===== config.mk =====
export PLATFORM = sky130hd
export DESIGN_NAME = device_tree_token_walker
export DESIGN_NICKNAME = d
export VERILOG_FILES = /design/src/sv/dttw_pkg.sv /design/src/sv/dttw_in_reg.sv /design/src/sv/dttw_core.sv /design/src/sv/dttw_out_reg.sv /design/src/sv/device_tree_token_walker.sv
export SDC_FILE = /design/constraint.sdc
export NUM_CORES = 1
export LEC_CHECK = 0
export ABC_AREA = 1
export BUFFER_PORTS_ARGS = -buffer_cell sky130_fd_sc_hd__buf_2
export CELL_PAD_IN_SITES_DETAIL_PLACEMENT = 1
export CELL_PAD_IN_SITES_GLOBAL_PLACEMENT = 1
export CORE_ASPECT_RATIO = 0.7
export CORE_UTILIZATION = 44
export DETAILED_ROUTE_END_ITERATION = 8
export PLACE_DENSITY = 0.93
export SETUP_SLACK_MARGIN = 0.02
export SLEW_MARGIN = 25
export SYNTH_ARGS = -nofsm -noshare
export SYNTH_HDL_FRONTEND = slang
export SYNTH_SLANG_ARGS = --single-unit

===== constraint.sdc =====
create_clock -name clk -period 7.5 [get_ports clk]
set_clock_uncertainty 0.2 [all_clocks]
set_input_delay 1.5 -clock clk [delete_from_list [all_inputs] [get_ports clk]]
set_output_delay 1.5 -clock clk [all_outputs]
set_load 0.01 [all_outputs]

===== src/sv/dttw_pkg.sv =====
// Shared types and constants for the device tree token walker.
package dttw_pkg;

  localparam int OFFSET_BITS_DEF = 22;
  localparam int MAX_DEPTH_DEF   = 64;

  localparam int WORD_W       = 32;
  localparam int KIND_W       = 3;
  localparam int TAG_OFFSET_W = 22;
  localparam int DEPTH_W      = 7;
  localparam int LEFT_W       = 30;
  localparam int OUT_DATA_W   = 96;

  localparam logic [1:0] ROUND_UP = 2'd3;

  localparam logic [WORD_W-1:0] TAG_BEGIN_NODE = 32'h0000_0001;
  localparam logic [WORD_W-1:0] TAG_END_NODE   = 32'h0000_0002;
  localparam logic [WORD_W-1:0] TAG_PROP       = 32'h0000_0003;
  localparam logic [WORD_W-1:0] TAG_NOP        = 32'h0000_0004;
  localparam logic [WORD_W-1:0] TAG_END        = 32'h0000_0009;

  typedef enum logic [4:0] {
    MODE_TAG   = 5'b00001,
    MODE_NAME  = 5'b00010,
    MODE_PLEN  = 5'b00100,
    MODE_PNAME = 5'b01000,
    MODE_DATA  = 5'b10000
  } mode_t;

  typedef enum logic [KIND_W-1:0] {
    EV_BEGIN    = 3'd0,
    EV_PROP     = 3'd1,
    EV_END_NODE = 3'd2,
    EV_END      = 3'd3,
    EV_ERROR    = 3'd4
  } ev_kind_t;

  typedef struct packed {
    logic                    valid;
    ev_kind_t                kind;
    logic [TAG_OFFSET_W-1:0] tag_offset;
    logic [DEPTH_W-1:0]      depth;
    logic [WORD_W-1:0]       str_offset;
    logic [WORD_W-1:0]       prop_length;
  } event_t;

endpackage


===== src/sv/dttw_in_reg.sv =====
// Input register stage for structure-block words.
module dttw_in_reg
  import dttw_pkg::*;
(
  input  logic              clk,
  input  logic              rst_n,
  input  logic              in_tvalid,
  output logic              in_tready,
  input  logic [WORD_W-1:0] in_word,
  input  logic              in_first,
  input  logic              advance,
  output logic              hold_valid,
  output logic [WORD_W-1:0] hold_word,
  output logic              hold_first
);

  logic              valid_r;
  logic              valid_nxt;
  logic [WORD_W-1:0] word_r;
  logic              first_r;

  assign in_tready = !valid_r || advance;
  assign valid_nxt = (in_tvalid && in_tready) || (valid_r && !advance);

  always_ff @(posedge clk) begin
    if (!rst_n) begin
      valid_r <= 1'b0;
      first_r <= 1'b0;
    end else begin
      valid_r <= valid_nxt;
      if (in_tvalid && in_tready) begin
        first_r <= in_first;
      end
    end
  end

  always_ff @(posedge clk) begin
    if (in_tvalid && in_tready) begin
      word_r <= in_word;
    end
  end

  assign hold_valid = valid_r;
  assign hold_word  = word_r;
  assign hold_first = first_r;

endmodule


===== src/sv/dttw_core.sv =====
// Parse state and per-word token decode.
module dttw_core
  import dttw_pkg::*;
#(
  parameter int OFFSET_BITS = OFFSET_BITS_DEF,
  parameter int MAX_DEPTH   = MAX_DEPTH_DEF
) (
  input  logic              clk,
  input  logic              rst_n,
  input  logic              advance,
  input  logic [WORD_W-1:0] word,
  input  logic              first,
  output event_t            ev
);

  localparam int DEPTH_BITS = $clog2(MAX_DEPTH + 1);

  mode_t                  mode_r, mode_nxt, mode_c;
  logic [LEFT_W-1:0]      left_r, left_nxt, left_c;
  logic [DEPTH_BITS-1:0]  depth_r, depth_nxt, depth_c;
  logic [OFFSET_BITS-1:0] off_r, off_nxt, off_c;
  logic [WORD_W-1:0]      len_r, len_nxt, len_c;
  logic [OFFSET_BITS-1:0] start_r, start_nxt, start_c;
  logic                   fin_r, fin_nxt, fin_c;

  logic [LEFT_W:0]                      words;
  logic                                 zero_byte;
  logic [OFFSET_BITS+TAG_OFFSET_W-1:0]  here_ext;
  logic [OFFSET_BITS+TAG_OFFSET_W-1:0]  start_ext;
  logic [DEPTH_BITS+DEPTH_W-1:0]        depth_ext;
  logic [DEPTH_BITS+DEPTH_W-1:0]        depth_dec_ext;

  assign zero_byte = (word[31:24] == 8'd0) || (word[23:16] == 8'd0) ||
                     (word[15:8] == 8'd0) || (word[7:0] == 8'd0);

  always_comb begin
    mode_c  = first ? MODE_TAG : mode_r;
    left_c  = first ? '0 : left_r;
    depth_c = first ? '0 : depth_r;
    off_c   = first ? '0 : off_r;
    len_c   = first ? '0 : len_r;
    start_c = first ? '0 : start_r;
    fin_c   = first ? 1'b0 : fin_r;

    mode_nxt  = mode_c;
    left_nxt  = left_c;
    depth_nxt = depth_c;
    off_nxt   = off_c;
    len_nxt   = len_c;
    start_nxt = start_c;
    fin_nxt   = fin_c;

    words         = (LEFT_W+1)'(({1'b0, len_c} + {{WORD_W-1{1'b0}}, ROUND_UP}) >> 2);
    here_ext      = {{TAG_OFFSET_W{1'b0}}, off_c};
    start_ext     = {{TAG_OFFSET_W{1'b0}}, start_c};
    depth_ext     = {{DEPTH_W{1'b0}}, depth_c};
    depth_dec_ext = {{DEPTH_W{1'b0}}, depth_c - 1'b1};

    ev             = '0;
    ev.kind        = EV_BEGIN;
    ev.tag_offset  = here_ext[TAG_OFFSET_W-1:0];
    ev.depth       = depth_ext[DEPTH_W-1:0];

    if (!fin_c) begin
      case (mode_c)
        MODE_NAME: begin
          if (zero_byte) begin
            mode_nxt = MODE_TAG;
          end
        end
        MODE_PLEN: begin
          len_nxt  = word;
          mode_nxt = MODE_PNAME;
        end
        MODE_PNAME: begin
          ev.valid       = 1'b1;
          ev.kind        = EV_PROP;
          ev.tag_offset  = start_ext[TAG_OFFSET_W-1:0];
          ev.str_offset  = word;
          ev.prop_length = len_c;
          if (len_c == '0) begin
            mode_nxt = MODE_TAG;
          end else begin
            left_nxt = LEFT_W'(words - 1'b1);
            mode_nxt = MODE_DATA;
          end
        end
        MODE_DATA: begin
          if (left_c == '0) begin
            mode_nxt = MODE_TAG;
          end else begin
            left_nxt = left_c - 1'b1;
          end
        end
        default: begin
          mode_nxt = MODE_TAG;
          case (word)
            TAG_BEGIN_NODE: begin
              ev.valid = 1'b1;
              if (depth_c >= DEPTH_BITS'(MAX_DEPTH)) begin
                ev.kind = EV_ERROR;
                fin_nxt = 1'b1;
              end else begin
                ev.kind   = EV_BEGIN;
                depth_nxt = depth_c + 1'b1;
                mode_nxt  = MODE_NAME;
              end
            end
            TAG_PROP: begin
              start_nxt = off_c;
              mode_nxt  = MODE_PLEN;
            end
            TAG_END_NODE: begin
              ev.valid = 1'b1;
              if (depth_c == '0) begin
                ev.kind = EV_ERROR;
                fin_nxt = 1'b1;
              end else begin
                ev.kind   = EV_END_NODE;
                depth_nxt = depth_c - 1'b1;
                ev.depth  = depth_dec_ext[DEPTH_W-1:0];
              end
            end
            TAG_NOP: begin
            end
            TAG_END: begin
              ev.valid = 1'b1;
              ev.kind  = EV_END;
              fin_nxt  = 1'b1;
            end
            default: begin
              ev.valid = 1'b1;
              ev.kind  = EV_ERROR;
              fin_nxt  = 1'b1;
            end
          endcase
        end
      endcase
      if (!fin_nxt) begin
        off_nxt = off_c + OFFSET_BITS'(4);
      end
    end
  end

  always_ff @(posedge clk) begin
    if (!rst_n) begin
      mode_r  <= MODE_TAG;
      left_r  <= '0;
      depth_r <= '0;
      off_r   <= '0;
      len_r   <= '0;
      start_r <= '0;
      fin_r   <= 1'b0;
    end else if (advance) begin
      mode_r  <= mode_nxt;
      left_r  <= left_nxt;
      depth_r <= depth_nxt;
      off_r   <= off_nxt;
      len_r   <= len_nxt;
      start_r <= start_nxt;
      fin_r   <= fin_nxt;
    end
  end

endmodule


===== src/sv/dttw_out_reg.sv =====
// Result register that holds one event beat until it is taken.
module dttw_out_reg
  import dttw_pkg::*;
(
  input  logic                  clk,
  input  logic                  rst_n,
  input  logic                  load,
  input  event_t                ev,
  output logic                  busy,
  output logic                  out_tvalid,
  input  logic                  out_tready,
  output logic [OUT_DATA_W-1:0] out_tdata,
  output logic [KIND_W-1:0]     out_tuser
);

  logic   valid_r;
  logic   valid_nxt;
  event_t ev_r;

  assign busy      = valid_r && !out_tready;
  assign valid_nxt = (valid_r && !out_tready) || (load && ev.valid);

  always_ff @(posedge clk) begin
    if (!rst_n) begin
      valid_r <= 1'b0;
    end else begin
      valid_r <= valid_nxt;
    end
  end

  always_ff @(posedge clk) begin
    if (load && ev.valid) begin
      ev_r <= ev;
    end
  end

  assign out_tvalid = valid_r;
  assign out_tuser  = ev_r.kind;
  assign out_tdata  = {3'b000, ev_r.prop_length, ev_r.str_offset, ev_r.depth,
                       ev_r.tag_offset};

endmodule


===== src/sv/device_tree_token_walker.sv =====
// Top level of the flattened device tree structure-block token walker.
// Takes one structure-block word per clock while the result register is not
// stalled, and presents at most one event per word from the result register;
// the rate is set by the single state update that the walker core makes per word.
// A word with in_tuser set restarts the walk at offset 0 and depth 0. After an
// end token or an error, words are dropped until the next restart.
module device_tree_token_walker
  import dttw_pkg::*;
#(
  parameter int OFFSET_BITS = OFFSET_BITS_DEF,
  parameter int MAX_DEPTH   = MAX_DEPTH_DEF
) (
  input  logic                  clk,
  input  logic                  rst_n,
  input  logic                  in_tvalid,
  output logic                  in_tready,
  input  logic [WORD_W-1:0]     in_tdata,   // [31:0] word
  input  logic [0:0]            in_tuser,   // [0] first
  output logic                  out_tvalid,
  input  logic                  out_tready,
  output logic [OUT_DATA_W-1:0] out_tdata,  // [21:0] tag_offset, [28:22] depth,
                                            // [60:29] str_offset, [92:61] prop_length
  output logic [KIND_W-1:0]     out_tuser   // [2:0] event_kind
);

  logic              hold_valid;
  logic [WORD_W-1:0] hold_word;
  logic              hold_first;
  logic              out_busy;
  logic              advance;
  event_t            ev;

  assign advance = hold_valid && !out_busy;

  dttw_in_reg u_in (
    .clk        (clk),
    .rst_n      (rst_n),
    .in_tvalid  (in_tvalid),
    .in_tready  (in_tready),
    .in_word    (in_tdata),
    .in_first   (in_tuser[0]),
    .advance    (advance),
    .hold_valid (hold_valid),
    .hold_word  (hold_word),
    .hold_first (hold_first)
  );

  dttw_core #(
    .OFFSET_BITS (OFFSET_BITS),
    .MAX_DEPTH   (MAX_DEPTH)
  ) u_core (
    .clk     (clk),
    .rst_n   (rst_n),
    .advance (advance),
    .word    (hold_word),
    .first   (hold_first),
    .ev      (ev)
  );

  dttw_out_reg u_out (
    .clk        (clk),
    .rst_n      (rst_n),
    .load       (advance),
    .ev         (ev),
    .busy       (out_busy),
    .out_tvalid (out_tvalid),
    .out_tready (out_tready),
    .out_tdata  (out_tdata),
    .out_tuser  (out_tuser)
  );

endmodule


==> impl_metrics.tcl <==
set metrics [dict create \
    postCtsSetupBuffers 0 \
    cts_resized 0 \
    leakagePower_nw 7.75 \
    relSlewSlack 0.308 \
    netlist_instances 2129 \
    clkSinkCount 250 \
    multiInputGateArea_sq_um 7370 \
    peakVddDrop_mv 0.197 \
    cts_buffers 27 \
    holdCritPathClass "reg -> reg" \
    drt-total-wl_microns 55400 \
    crit_family "buffers and inverters" \
    worstPathRequired_ns 7.75 \
    antenna_found_initial 0 \
    synth_top_flop_cell "edfxtp_1" \
    slowest_stage "dfxtp_2" \
    ys_ff_latch 250 \
    cts_root_buf "clkbuf_16" \
    path_max_fanout 59 \
    mappedNetlistArea_sq_um 15100 \
    status "complete, no violations" \
    nets 2262 \
    die_x_microns 224 \
    grt_pass1_wl_microns 87600 \
    power_density_nw_per_um2 209 \
    drt.antenna.violating_nets 0 \
    rsz0062_at_grt "no" \
    vias_per_cell 5.81 \
    clkLatencyLatePin_ns 0.57 \
    seq_area_frac_synth 0.415 \
    cap_violations 0 \
    overflow 0 \
    timing.critical_path.mode_cell "nor2_1" \
    cts.clk_slew.worst_paths_ns 0.06 \
    grt_max_degree 110 \
    timing.final.ws_setup_ns 2.66 \
    first_pass_iters 5 \
    period_minus_slack_ns 4.84 \
    start_util 0.449 \
    antenna_cells 0 \
    seqCellArea_sq_um 6290 \
    wl_per_cell_microns 20.5 \
    grt_pass1_vias 15839 \
    final_core_util 0.505 \
    synth_edf_count 128 \
    dp_slack_ns 2.48 \
    synthToLayoutAreaGrowth_pct 12.4 \
    dieArea_sq_um 35200 \
    hold_viol 0 \
    setup_tns_ns 0 \
    period_share 0.645 \
    cts_hold_buf 0 \
    n_fill_cell 4370 \
    cts_buffer_depth 3 \
    postSynthAreaPerCell_sq_um 7.11 \
    startpoint_type "register" \
    crit_arrival_ns 5.09 \
    max_freq_mhz 207 \
    finalSetupViolations 0 \
    drive_above_1_share 0.127 \
    critical-path-max-stage-delay_ns 0.77 \
    dp_hpwl_microns 39400 \
    synth_cell_type_count 57 \
    port_buffers 134 \
    drt-initial-drc-count 1563 \
    path_cells "buf_4 -> inv_4 -> buf_4 -> nand2_1 -> inv_2 -> nor2_1 -> nand4_1 -> nor2_1 -> nand3_2 -> inv_1 -> nor2_1 -> inv_1 -> a21oi_1 -> o21ai_0 -> o221ai_1 -> nand2_1 -> a21oi_1" \
    vias 15695 \
    worstSetupPathType "reg -> reg" \
    ys_warn_count 0 \
    tightest_slew_ns 1.04 \
    die_y_microns 157 \
    drv_slew 0 \
    cts_tree "yes" \
    core_sq_um 33700 \
    grt_util_all_layers 0.314 \
    placementRows 56 \
    async_flop_share 0 \
    htreeDepth 1 \
    drcViolationCount 0 \
    path_buf_inv 6 \
    ios 138 \
    routabilityCongestion 1.02 \
    worstSetupEndpointType "register" \
]
==> cell families after synthesis <==
family / count (synthesis) / synth area share
simple gates: 1040 / 0.303
compound gates: 416 / 0.152
buf+inv: 376 / 0.101
flops: 250 / 0.415
xor+xnor: 39 / 0.0226
fa+ha+maj: 7 / 0.00578
other cells: 1 / 0.000248
==> per-stage QoR <==
stage / hold slack (ns) / cells / total power, mW / instance area (sq um)
3_3_place_gp: 0.246 / 2653 / 2.09 / 16100
4_1_cts: 0.269 / 2702 / 3.56 / 17000
3_5_place_dp: 0.259 / 2653 / 2.12 / 16100
5_1_grt: 0.292 / 2702 / 3.68 / 17000
2_1_floorplan: 0.236 / 2131 / 1.95 / 15200
6_report: 0.268 / 2702 / 3.56 / 17000
==> flip-flops by register name, indices dropped and copies added (netlist names) <==
signal            cells
u_core.fin_r          1
u_core.mode_r         5
u_in.hold_valid       1
u_core.off_r         22
u_in.hold_first       1
u_out.out_tdata      93
u_out.out_tvalid      1
u_core.left_r        30
u_core.start_r       22
u_out.out_tuser       3
u_in.hold_word       32
u_core.depth_r        7
u_core.len_r         32
==> worst register-to-register path: cells and delay by family (launching register included) <==
family	cells	cell delay (ns)
AOI/OAI and AO/OA	4	0.38
buffers and inverters	6	2.01
DFF	1	0.77
and+or+nand+nor	7	1.37
==> metal layers <==
metal | GRT usage | up-vias | share of wire | routed length [microns]
met5 | 0 | - | 0 | 0
met2 | 0.497 | 671 | 0.45 | 24800
li1 | - | 7197 | - | -
met1 | 0.440 | 7751 | 0.45 | 24700
met4 | 0.0740 | 0 | 0.018 | 972
met3 | 0.0638 | 76 | 0.089 | 4910
==> final timing paths <==
check / slack (ns) / startpoint / cells after the start / to
worst min register to register: 0.27 / u_core.off_r[0] / 2 / u_core.off_r[0]
worst min-delay path: 0.27 / u_core.off_r[0] / 2 / u_core.off_r[0]
worst max-delay path: 2.66 / u_in.hold_first / 17 / u_core.left_r[4]
worst max register to register: 2.66 / u_in.hold_first / 17 / u_core.left_r[4]
==> Yosys cell counts (4+ instances only) <==
library cell  count  area share
nand3_1         111       0.037
o21ai_0         184       0.061
nor4_1            7      0.0029
o211ai_1         33       0.016
nor2_1          245       0.061
dfxtp_1         122        0.16
nand3b_1          6      0.0030
nor2_4           10      0.0074
nand3_2           8      0.0053
o221ai_1         12      0.0069
clkbuf_1         61       0.015
nor3_1           29      0.0096
o32ai_1           4      0.0023
nand4_1          44       0.018
inv_2            13      0.0032
a21oi_1         137       0.045
xor2_1           35       0.020
buf_1             4     0.00099
nor2_2           32       0.013
inv_1           267       0.066
nand2_1         518        0.13
edfxtp_1        128        0.25
xnor2_1           4      0.0023
buf_6            11      0.0082
clkinv_1          4     0.00099
ha_1              7      0.0058
buf_2            10      0.0033
a31oi_1           4      0.0017
nand2_2          16      0.0066
o21ai_1          15      0.0050
a211oi_1          7      0.0035
==> area by class of cell <==
| type | instances | share of cell area |
|---|---|---|
| clock buffers | 38 | 0.0451 |
| clock inverters | 11 | 0.0101 |
| inverters | 286 | 0.0633 |
| multi-input cells | 1505 | 0.433 |
| flip-flops and latches | 250 | 0.369 |
| well taps | 464 | 0.0341 |
| repair buffers | 148 | 0.0456 |
==> where the power goes <==
part / total (mW) / switching [mW] / leakage (nW) / internal, mW
Combinational: 0.576 / 0.420 / 5.03 / 0.156
Clock: 1.44 / 0.589 / 0.450 / 0.854
Sequential: 1.54 / 0.0435 / 2.27 / 1.50
==> layout by cell type, fill, tap and decap left out, drive strengths merged, types with 7 or more instances in the layout <==
master	count
inv	281
a21oi	137
nand3	119
nand4	45
clkbuf	38
o221ai	12
nor4	11
o21ai	199
clkinv	10
nor3	32
a211oi	7
xor2	35
edfxtp	128
o211ai	33
nand3b	7
buf	148
nand2	536
dfxtp	122
nor2	287
ha	7
No activity file was read; power rests on OpenSTA's default activity.
